File: src/rtl/core/crle_pkg.sv
package crle_pkg;

    // Default sizing of the node pool
    localparam int CAPACITY_DEF  = 16;
    localparam int DATA_BITS_DEF = 32;

    // Fixed field widths
    localparam int KIND_W    = 3;
    localparam int VALUE_W   = 32;
    localparam int STATUS_W  = 2;
    localparam int S_TDATA_W = ((KIND_W + VALUE_W + 7) / 8) * 8;

    // Command codes
    typedef enum logic [KIND_W-1:0] {
        KIND_INS_AFTER  = 3'd0,
        KIND_INS_BEFORE = 3'd1,
        KIND_REMOVE     = 3'd2,
        KIND_FORWARD    = 3'd3,
        KIND_BACK       = 3'd4,
        KIND_CLEAR      = 3'd5
    } kind_t;

    // Result status codes
    typedef enum logic [STATUS_W-1:0] {
        STATUS_OK    = 2'd0,
        STATUS_EMPTY = 2'd1,
        STATUS_FULL  = 2'd2
    } status_t;

    // Requests from the ring logic to the node allocator
    typedef struct packed {
        logic take;
        logic give;
        logic clear;
    } alloc_ctrl_t;

endpackage

File: src/rtl/core/crle_alloc.sv
module crle_alloc #(
    parameter int CAPACITY = crle_pkg::CAPACITY_DEF
) (
    input  logic                          aclk,
    input  logic                          aresetn,
    input  crle_pkg::alloc_ctrl_t         ctrl,
    input  logic [$clog2(CAPACITY)-1:0]   give_slot,
    output logic                          avail,
    output logic [$clog2(CAPACITY)-1:0]   take_slot
);

    localparam int SLOT_W  = $clog2(CAPACITY);
    localparam int COUNT_W = $clog2(CAPACITY + 1);
    localparam logic [COUNT_W-1:0] CAP_C = COUNT_W'(CAPACITY);

    logic [SLOT_W-1:0]  stack_reg [CAPACITY];
    logic [COUNT_W-1:0] depth_reg, depth_next;
    logic [COUNT_W-1:0] mark_reg, mark_next;
    logic [COUNT_W-1:0] depth_dec;
    logic               have_freed;

    // Freed nodes first, then never-used ones in order
    assign have_freed = (depth_reg != '0);
    assign depth_dec  = depth_reg - COUNT_W'(1);
    assign avail      = have_freed || (mark_reg < CAP_C);
    assign take_slot  = have_freed ? stack_reg[depth_dec[SLOT_W-1:0]]
                                   : mark_reg[SLOT_W-1:0];

    // Stack depth and fresh mark
    always_comb begin
        depth_next = depth_reg;
        mark_next  = mark_reg;
        if (ctrl.clear) begin
            depth_next = '0;
            mark_next  = '0;
        end else if (ctrl.take) begin
            if (have_freed) begin
                depth_next = depth_dec;
            end else begin
                mark_next = mark_reg + COUNT_W'(1);
            end
        end else if (ctrl.give && (depth_reg < CAP_C)) begin
            depth_next = depth_reg + COUNT_W'(1);
        end
    end

    always_ff @(posedge aclk) begin
        if (!aresetn) begin
            depth_reg <= '0;
            mark_reg  <= '0;
        end else begin
            depth_reg <= depth_next;
            mark_reg  <= mark_next;
        end
    end

    // Push of a freed slot
    always_ff @(posedge aclk) begin
        if (ctrl.give && !ctrl.clear && (depth_reg < CAP_C)) begin
            stack_reg[depth_reg[SLOT_W-1:0]] <= give_slot;
        end
    end

endmodule

File: src/rtl/core/crle_ring.sv
module crle_ring #(
    parameter int CAPACITY  = crle_pkg::CAPACITY_DEF,
    parameter int DATA_BITS = crle_pkg::DATA_BITS_DEF
) (
    input  logic                              aclk,
    input  logic                              aresetn,
    input  logic                              fire,
    input  crle_pkg::kind_t                   kind,
    input  logic [crle_pkg::VALUE_W-1:0]      value,
    output crle_pkg::alloc_ctrl_t             alloc_ctrl,
    output logic [$clog2(CAPACITY)-1:0]       give_slot,
    input  logic                              alloc_avail,
    input  logic [$clog2(CAPACITY)-1:0]       alloc_slot,
    output crle_pkg::status_t                 status,
    output logic [crle_pkg::VALUE_W-1:0]      removed_value,
    output logic [crle_pkg::VALUE_W-1:0]      cursor_value,
    output logic [$clog2(CAPACITY + 1)-1:0]   entry_count
);

    localparam int SLOT_W  = $clog2(CAPACITY);
    localparam int COUNT_W = $clog2(CAPACITY + 1);
    localparam int VW      = crle_pkg::VALUE_W;
    localparam int WIDE_W  = (DATA_BITS > VW) ? DATA_BITS : VW;

    // Node pool, left unreset: links only ever reach written nodes
    logic [DATA_BITS-1:0] data_reg [CAPACITY];
    logic [SLOT_W-1:0]    fwd_reg  [CAPACITY];
    logic [SLOT_W-1:0]    bwd_reg  [CAPACITY];

    logic [SLOT_W-1:0]  cursor_reg, cursor_next;
    logic [COUNT_W-1:0] count_reg, count_next;

    logic [SLOT_W-1:0]    cur_fw, cur_bw;
    logic                 empty;
    logic [WIDE_W-1:0]    value_wide;
    logic [DATA_BITS-1:0] value_store;
    logic [WIDE_W-1:0]    store_wide;
    logic [WIDE_W-1:0]    rm_wide, cv_wide;

    // Link and node writes of one command
    logic                 fwd_we, bwd_we, new_we, new_cursor;
    logic [SLOT_W-1:0]    fwd_idx, fwd_val, bwd_idx, bwd_val;
    logic [SLOT_W-1:0]    new_fw, new_bw;

    assign cur_fw      = fwd_reg[cursor_reg];
    assign cur_bw      = bwd_reg[cursor_reg];
    assign empty       = (count_reg == '0);
    assign value_wide  = WIDE_W'(value);
    assign value_store = value_wide[DATA_BITS-1:0];
    assign store_wide  = WIDE_W'(value_store);
    assign give_slot   = cursor_reg;

    // Command decode and next state
    always_comb begin
        status      = crle_pkg::STATUS_OK;
        alloc_ctrl  = '0;
        cursor_next = cursor_reg;
        count_next  = count_reg;
        fwd_we      = 1'b0;
        bwd_we      = 1'b0;
        new_we      = 1'b0;
        new_cursor  = 1'b0;
        fwd_idx     = cursor_reg;
        fwd_val     = alloc_slot;
        bwd_idx     = cursor_reg;
        bwd_val     = alloc_slot;
        new_fw      = alloc_slot;
        new_bw      = alloc_slot;
        case (kind)
            crle_pkg::KIND_INS_AFTER,
            crle_pkg::KIND_INS_BEFORE: begin
                if (!alloc_avail) begin
                    status = crle_pkg::STATUS_FULL;
                end else begin
                    alloc_ctrl.take = fire;
                    new_we          = 1'b1;
                    count_next      = count_reg + COUNT_W'(1);
                    if (empty) begin
                        new_cursor  = 1'b1;
                        cursor_next = alloc_slot;
                    end else if (kind == crle_pkg::KIND_INS_AFTER) begin
                        new_fw  = cur_fw;
                        new_bw  = cursor_reg;
                        fwd_we  = 1'b1;
                        fwd_idx = cursor_reg;
                        bwd_we  = 1'b1;
                        bwd_idx = cur_fw;
                    end else begin
                        new_fw  = cursor_reg;
                        new_bw  = cur_bw;
                        fwd_we  = 1'b1;
                        fwd_idx = cur_bw;
                        bwd_we  = 1'b1;
                        bwd_idx = cursor_reg;
                    end
                end
            end
            crle_pkg::KIND_REMOVE: begin
                if (empty) begin
                    status = crle_pkg::STATUS_EMPTY;
                end else begin
                    alloc_ctrl.give = fire;
                    count_next      = count_reg - COUNT_W'(1);
                    if (count_reg == COUNT_W'(1)) begin
                        cursor_next = '0;
                    end else begin
                        fwd_we      = 1'b1;
                        fwd_idx     = cur_bw;
                        fwd_val     = cur_fw;
                        bwd_we      = 1'b1;
                        bwd_idx     = cur_fw;
                        bwd_val     = cur_bw;
                        cursor_next = cur_fw;
                    end
                end
            end
            crle_pkg::KIND_FORWARD: begin
                if (empty) begin
                    status = crle_pkg::STATUS_EMPTY;
                end else begin
                    cursor_next = cur_fw;
                end
            end
            crle_pkg::KIND_BACK: begin
                if (empty) begin
                    status = crle_pkg::STATUS_EMPTY;
                end else begin
                    cursor_next = cur_bw;
                end
            end
            crle_pkg::KIND_CLEAR: begin
                alloc_ctrl.clear = fire;
                cursor_next      = '0;
                count_next       = '0;
            end
            default: begin
            end
        endcase
    end

    // Result fields; a fresh cursor node shows the value as it will be stored
    always_comb begin
        rm_wide = WIDE_W'(data_reg[cursor_reg]);
        cv_wide = WIDE_W'(data_reg[cursor_next]);
        removed_value = '0;
        if ((kind == crle_pkg::KIND_REMOVE) && !empty) begin
            removed_value = rm_wide[VW-1:0];
        end
        if (count_next == '0) begin
            cursor_value = '0;
        end else if (new_cursor) begin
            cursor_value = store_wide[VW-1:0];
        end else begin
            cursor_value = cv_wide[VW-1:0];
        end
    end

    assign entry_count = count_next;

    // Cursor and count
    always_ff @(posedge aclk) begin
        if (!aresetn) begin
            cursor_reg <= '0;
            count_reg  <= '0;
        end else if (fire) begin
            cursor_reg <= cursor_next;
            count_reg  <= count_next;
        end
    end

    // Node pool writes
    always_ff @(posedge aclk) begin
        if (fire) begin
            if (fwd_we) begin
                fwd_reg[fwd_idx] <= fwd_val;
            end
            if (bwd_we) begin
                bwd_reg[bwd_idx] <= bwd_val;
            end
            if (new_we) begin
                data_reg[alloc_slot] <= value_store;
                fwd_reg[alloc_slot]  <= new_fw;
                bwd_reg[alloc_slot]  <= new_bw;
            end
        end
    end

endmodule

File: src/rtl/core/cursor_ring_list_engine_unit.sv
// Cursor ring list engine: a circular doubly linked ring of values with a
// cursor, held in a pool of CAPACITY nodes.
// Input channel (s_): one command beat per item, the kind (insert after,
// insert before, remove, forward, back, clear) and the value to insert.
// Result channel (m_): one beat per command carrying status, the removed
// value, the value now at the cursor and the number of values in the ring.
// Each command is decoded and applied against the node pool as it is taken;
// its result sits in the output register from the next cycle on, and one
// command is taken every cycle while s_tready is high.
// The output register parts the two sides: a new command is taken while a
// result is being handed over, and s_tready drops only while an untaken
// result waits with m_tready low. Nothing is lost while the receiver stalls.
// Reset (aresetn low at a clock edge) empties the ring, resets the node
// allocator and drops any pending result; no clearing pass follows, the
// block takes commands in the first cycle after reset.
module cursor_ring_list_engine_unit #(
    parameter int CAPACITY  = crle_pkg::CAPACITY_DEF,
    parameter int DATA_BITS = crle_pkg::DATA_BITS_DEF
) (
    input  logic                                  aclk,
    input  logic                                  aresetn,
    input  logic                                  s_tvalid,
    output logic                                  s_tready,
    // kind[2:0], value[34:3], zero pad
    input  logic [crle_pkg::S_TDATA_W-1:0]        s_tdata,
    output logic                                  m_tvalid,
    input  logic                                  m_tready,
    // status[1:0], removed_value[33:2], cursor_value[65:34], entry_count, pad
    output logic [((2 * crle_pkg::VALUE_W + crle_pkg::STATUS_W
                    + $clog2(CAPACITY + 1) + 7) / 8) * 8 - 1:0] m_tdata
);

    localparam int SLOT_W  = $clog2(CAPACITY);
    localparam int COUNT_W = $clog2(CAPACITY + 1);
    localparam int VW      = crle_pkg::VALUE_W;
    localparam int KW      = crle_pkg::KIND_W;
    localparam int RES_W   = 2 * VW + crle_pkg::STATUS_W + COUNT_W;
    localparam int M_W     = ((RES_W + 7) / 8) * 8;

    logic                        fire;
    crle_pkg::kind_t             kind;
    logic [VW-1:0]               value;
    crle_pkg::alloc_ctrl_t       alloc_ctrl;
    logic [SLOT_W-1:0]           give_slot, alloc_slot;
    logic                        alloc_avail;
    crle_pkg::status_t           status;
    logic [VW-1:0]               removed_value, cursor_value;
    logic [COUNT_W-1:0]          entry_count;
    logic                        out_valid_reg;
    logic [M_W-1:0]              out_data_reg;

    // Beat handshake
    assign s_tready = !out_valid_reg || m_tready;
    assign fire     = s_tvalid && s_tready;
    assign kind     = crle_pkg::kind_t'(s_tdata[KW-1:0]);
    assign value    = s_tdata[KW+VW-1:KW];

    crle_ring #(
        .CAPACITY  (CAPACITY),
        .DATA_BITS (DATA_BITS)
    ) u_ring (
        .aclk          (aclk),
        .aresetn       (aresetn),
        .fire          (fire),
        .kind          (kind),
        .value         (value),
        .alloc_ctrl    (alloc_ctrl),
        .give_slot     (give_slot),
        .alloc_avail   (alloc_avail),
        .alloc_slot    (alloc_slot),
        .status        (status),
        .removed_value (removed_value),
        .cursor_value  (cursor_value),
        .entry_count   (entry_count)
    );

    crle_alloc #(
        .CAPACITY (CAPACITY)
    ) u_alloc (
        .aclk      (aclk),
        .aresetn   (aresetn),
        .ctrl      (alloc_ctrl),
        .give_slot (give_slot),
        .avail     (alloc_avail),
        .take_slot (alloc_slot)
    );

    // Result register
    always_ff @(posedge aclk) begin
        if (!aresetn) begin
            out_valid_reg <= 1'b0;
        end else if (fire) begin
            out_valid_reg <= 1'b1;
        end else if (m_tready) begin
            out_valid_reg <= 1'b0;
        end
    end

    always_ff @(posedge aclk) begin
        if (fire) begin
            out_data_reg <= M_W'({entry_count, cursor_value, removed_value, status});
        end
    end

    assign m_tvalid = out_valid_reg;
    assign m_tdata  = out_data_reg;

endmodule

File: config.mk
export PLATFORM = sky130hd
export DESIGN_NAME = cursor_ring_list_engine_unit
export DESIGN_NICKNAME = d
export VERILOG_FILES = /design/src/rtl/core/crle_pkg.sv /design/src/rtl/core/crle_alloc.sv /design/src/rtl/core/crle_ring.sv /design/src/rtl/core/cursor_ring_list_engine_unit.sv
export SDC_FILE = /design/constraint.sdc
export NUM_CORES = 1
export LEC_CHECK = 0
export BUFFER_PORTS_ARGS = -buffer_cell sky130_fd_sc_hd__buf_4
export CAP_MARGIN = 20
export CORE_ASPECT_RATIO = 1.2
export CORE_UTILIZATION = 45
export DETAILED_ROUTE_END_ITERATION = 8
export SETUP_SLACK_MARGIN = 0.05
export SYNTH_ARGS = -nofsm -noshare
export SYNTH_HDL_FRONTEND = slang
export SYNTH_SLANG_ARGS = --single-unit
File: constraint.sdc
create_clock -name aclk -period 8 [get_ports aclk]
set_input_delay 0.4 -clock aclk [delete_from_list [all_inputs] [get_ports aclk]]
set_output_delay 0.4 -clock aclk [all_outputs]
set_load 0.02 [all_outputs]
After elaboration in Yosys (flattened, before gate mapping)
Memories as Yosys holds them, arrays and structs flattened. A register that Yosys moved wholly into a read port is not among the register bits. Cells that the tools add are included. Widths: inputs -> output; s select.

Register bits after elaboration: 59. RAM bits: 704. Input port bits: 44. Output and inout port bits: 74. Word-level logic and storage cells: 120. Memories kept: 4.

Add/sub/neg operators: 5. Magnitude comparators: 2. Eq/ne operators: 7. Muxes and demuxes: 71. Bitwise logic cells: 2. Reductions and logical operators: 22.

Memory list: u_ring.data_reg (words 16, width 32, rd ports 2, clocked after Yosys merged registers in 1, wr ports 1, line crle_ring.sv:26) `logic [DATA_BITS-1:0] data_reg [CAPACITY];`; u_alloc.stack_reg (words 16, width 4, rd ports 1, clocked after Yosys merged registers in 0, wr ports 1, line crle_alloc.sv:16) `logic [SLOT_W-1:0] stack_reg [CAPACITY];`; u_ring.bwd_reg (words 16, width 4, rd ports 1, clocked after Yosys merged registers in 1, wr ports 2, line crle_ring.sv:28) `logic [SLOT_W-1:0] bwd_reg [CAPACITY];`; u_ring.fwd_reg (words 16, width 4, rd ports 1, clocked after Yosys merged registers in 1, wr ports 2, line crle_ring.sv:27) `logic [SLOT_W-1:0] fwd_reg [CAPACITY];`.

Operator list (count): $mux 4 (33); $mux 32 (1); $mux 1 (25); $mux 5 (5); $pmux 4 s5 (1); $pmux 4 s2 (2); $add 5x1->5 const B (3); $pmux 5 s3 (1); $logic_not 5->1 (2); $lt 5x5->1 const B (2); $sub 5x1->5 const B (2); $eq 3x2->1 const B (2); $eq 3x3->1 const B (2); $eq 5x1->1 const B (1); $logic_and 1x1->1 (5); $reduce_bool 5->1 (1); $logic_not 1->1 (4); $pmux 2 s2 (1); $reduce_and 2->1 (2); $reduce_bool 2->1 (2); $reduce_or 2->1 (2); $eq 3x1->1 const B (1); $logic_not 3->1 (1); $reduce_or 3->1 (1); 5 further kinds (7).

Depth between registers and ports, before layout
Depth after elaboration: 9. Mapped depth: 17. Gate-level depth less buffers: 11.

Modules after synthesis
Synthesis repeated with hierarchy kept, for this count alone.

Cells, all modules: 2555. Area, all modules: 38029.0 sq um.

Modules (own cells, without submodules): crle_ring (instances 1, cells each 2238, area an instance 32612.5 sq um, sequential area each 19478.7 sq um); crle_alloc (instances 1, cells each 239, area an instance 3215.6 sq um, sequential area each 2122.0 sq um); cursor_ring_list_engine_unit (instances 1, cells each 78, area an instance 2200.9 sq um, sequential area each 2152.1 sq um).

Least setup slack after synthesis
OpenSTA, ideal clock, no wires.

Path type: register to register. From: register u_alloc.depth_reg[0]. To: memory u_ring.bwd_reg[15][0] (netlist bit) (data pin). Setup time: 0.331 ns. Data arrival time: 4.659 ns. Required time: 7.669 ns. Setup slack: 3.009 ns. Stages on the path, launching flop included: 15. Buffers on the path: 4. Period minus slack after synthesis: 4.991 ns. Cells stage by stage: dfxtp_1 -> buf_2 -> buf_4 -> inv_1 -> ha_1 -> xor2_1 -> buf_2 -> mux2i_1 -> mux4_2 -> a211oi_1 -> a21o_1 -> buf_2 -> nand2_1 -> nor2_1 -> a21oi_1.

RTL lines: start: declaration (line crle_alloc.sv:17) `logic [COUNT_W-1:0] depth_reg, depth_next;`; start signal: assignment (line crle_alloc.sv:52) `depth_reg <= depth_next;`; end: declaration (line crle_ring.sv:28).

==> impl_metrics.tcl <==
set metrics [dict create \
    status "finished clean" \
    vdd_ir_drop_max_uv 151.9 \
    async_flop_share_pct 0 \
    grt_antenna_before_repair 3 \
    syn_inst 2580 \
    max_freq_ghz 0.1840 \
    place.gp.congestion 0.8855 \
    drv_slew 0 \
    overflow 0 \
    crit_required_ns 8.36 \
    rsz0062_at_grt "no" \
    tightest_slew_ns 1.198 \
    synth_seq_cells 799 \
    cts_tree "done" \
    drt_iter0_drc 3338 \
    post_cts_resized 0 \
    slew_headroom_pct 20.16 \
    setup-tns-final_ns 0 \
    routed_via_density 6.591 \
    fin_crit_ns 5.436 \
    grt_max_degree 150 \
    cp_max_fo 26 \
    power.total_uw 10030 \
    post_cts_buffers 0 \
    dr.pass1.iters 6 \
    grt_pass1_vias 25380 \
    drive_above_1_share_pct 20.75 \
    cts_buffers 82 \
    crit_family "buffers and inverters" \
    period_share_pct 67.95 \
    rows 116 \
    setup_ws_ns 2.564 \
    final_nets 2685 \
    pre_cts_slack_ns 2.685 \
    grt_util_all_layers_pct 27.01 \
    ios 118 \
    max-cap-violations 0 \
    layout_common_cells "edfxtp_1 (775), mux4_2 (205), o211ai_1 (194), buf_4 (176), a21oi_1 (151)" \
    avgSynthCellArea_um2 14.67 \
    final_core_util_pct 50.97 \
    rrSetupSlack_ns 2.56 \
    crit_path_cell_trace "buf_4, inv_1, ha_1, mux4_2, nand3_1, nand3_1, nand2_1, o21ai_0, nand2_1, or2_2, clkinv_2, buf_4, a21oi_1" \
    power.leakage_uw 0.01401 \
    worstHoldPathType "in2reg" \
    final-hold-violation-count 0 \
    hpwl_um 62780 \
    drc 0 \
    routed_wl_um 115000 \
    finalSetupViolations 0 \
    max_stage_delay_ns 0.84 \
    synth_enable_flop_cells 775 \
    final_common_cell "edfxtp_1" \
    die_area_um2 85270 \
    via_count 25150 \
    initial_utilization_pct 45.43 \
    wl_per_cell_um 30.13 \
    die_w_um 266.7 \
    crit_type "reg2reg" \
    slowest_stage "ha_1" \
    postRouteAntennaNets 0 \
    io_buffer_count 111 \
    largest_reg_flops 512 \
    finalClockSkew_ns 0.03314 \
    grt_pass1_wl_um 166500 \
    worstSetupEndpointType "register" \
    syn_nets 2634 \
    whs_ns 0.05159 \
    syn_area_um2 37850 \
    clock-root-buffer "clkbuf_16" \
    ys_seq_area_share_pct 62.76 \
    synthFlopType "edfxtp_1" \
    area_delta_synth_final_pct 12.20 \
    dieHeight_um 319.7 \
    ctsHtreeMaxLevel 3 \
    cp_data_arrival_time_ns 5.80 \
    cp-start-kind "register" \
    cts_sinks 799 \
    clk_pin_slew_ns 0.06 \
    power-per-cell-area_nw_per_um2 236.1 \
    core_um2 83310 \
    ys_types 77 \
    synth_warnings 0 \
    critPathBufInv 4 \
    clk_latency_ns 0.66 \
    clock_path_buffers 3 \
]
==> through the flow <==
step | cell area [µm²] | instances
finish | 42460 | 3816
global route | 42460 | 3815
CTS | 42440 | 3812
detailed placement | 39820 | 3664
global placement | 39820 | 3664
floorplan | 37850 | 2580
==> repair_timing <==
item                       in CTS  in global routing
setup endpoints to repair       0                  0
hold endpoints to repair        1                  0
hold buffers                    1                  0
==> worst register-to-register path, delay by kind of cell (launching register included) <==
kind                     cells  cell delay [ns]
buffers and inverters        4             1.50
multiplexers                 1             0.42
adder cells (fa/ha/maj)      1             0.84
flip-flops                   1             0.31
AND/OR/NAND/NOR              5             1.13
AO/OA/AOI/OAI                2             0.95
==> synthesized netlist by cell type, drive strengths merged, types with 5 or more instances <==
cell,instances,area share (%)
a211oi,9,0.19
a21oi,154,2.1
a221oi,34,0.79
a22oi,11,0.22
a31oi,5,0.083
a32oi,32,0.76
and2,43,0.71
buf,87,1.3
clkbuf,129,1.3
dfxtp,24,1.3
edfxtp,775,61
ha,10,0.33
inv,154,1.5
mux2,66,2.0
mux2i,28,0.74
mux4,205,12
nand2,112,1.1
nand2b,15,0.25
nand3,89,1.2
nand4,74,1.2
nand4b,31,0.72
nor2,69,0.68
nor2b,7,0.12
nor3,7,0.093
nor3b,6,0.12
nor4,6,0.15
o211ai,194,3.8
o21ai,114,1.5
o22ai,6,0.099
or2,6,0.099
xnor2,6,0.14
==> report_power, final <==
| group | internal (µW) | total [µW] | switching (µW) |
|---|---|---|---|
| sequential | 4690 | 4760 | 70.1 |
| clock | 2150 | 3790 | 1640 |
| combinational | 533 | 1470 | 938 |
==> final timing paths <==
check                                               to  cells past startpoint                  from
worst max register to register   u_ring.bwd_reg[13][0]                     13  u_alloc.depth_reg[0]
worst max-delay path             u_ring.bwd_reg[13][0]                     13  u_alloc.depth_reg[0]
worst min register to register     u_alloc.mark_reg[4]                      2   u_alloc.mark_reg[3]
worst min-delay path            u_ring.data_reg[8][22]                      1           s_tdata[25]
==> layer usage <==
layer / vias up / global-route usage, % / share of wire (%)
met5: - / 0 / 0.023
met4: 4 / 11.30 / 4.0
met3: 300 / 4.627 / 8.9
met2: 1451 / 44.47 / 49
met1: 12920 / 35.34 / 38
li1: 10470 / - / -
==> area by class of cell <==
type,instances,area (µm²)
clock inverters,50,452.9
inverters,154,586.8
repair buffers,183,1451
well taps,1121,1403
flip-flops and latches,799,23760
multi-input cells,1411,12650
clock buffers,97,2151
diodes,1,2.502
fillers,7017,40850
==> cell families after synthesis <==
family / Yosys count / synth area share [%]
compound gates: 601 / 10.59
other cells: 1 / 0.009909
simple gates: 491 / 7.078
mux: 299 / 14.90
flops: 799 / 62.76
xor+xnor: 9 / 0.2083
fa+ha+maj: 10 / 0.3306
buf+inv: 370 / 4.119
No activity file was read; power rests on OpenSTA's default activity.
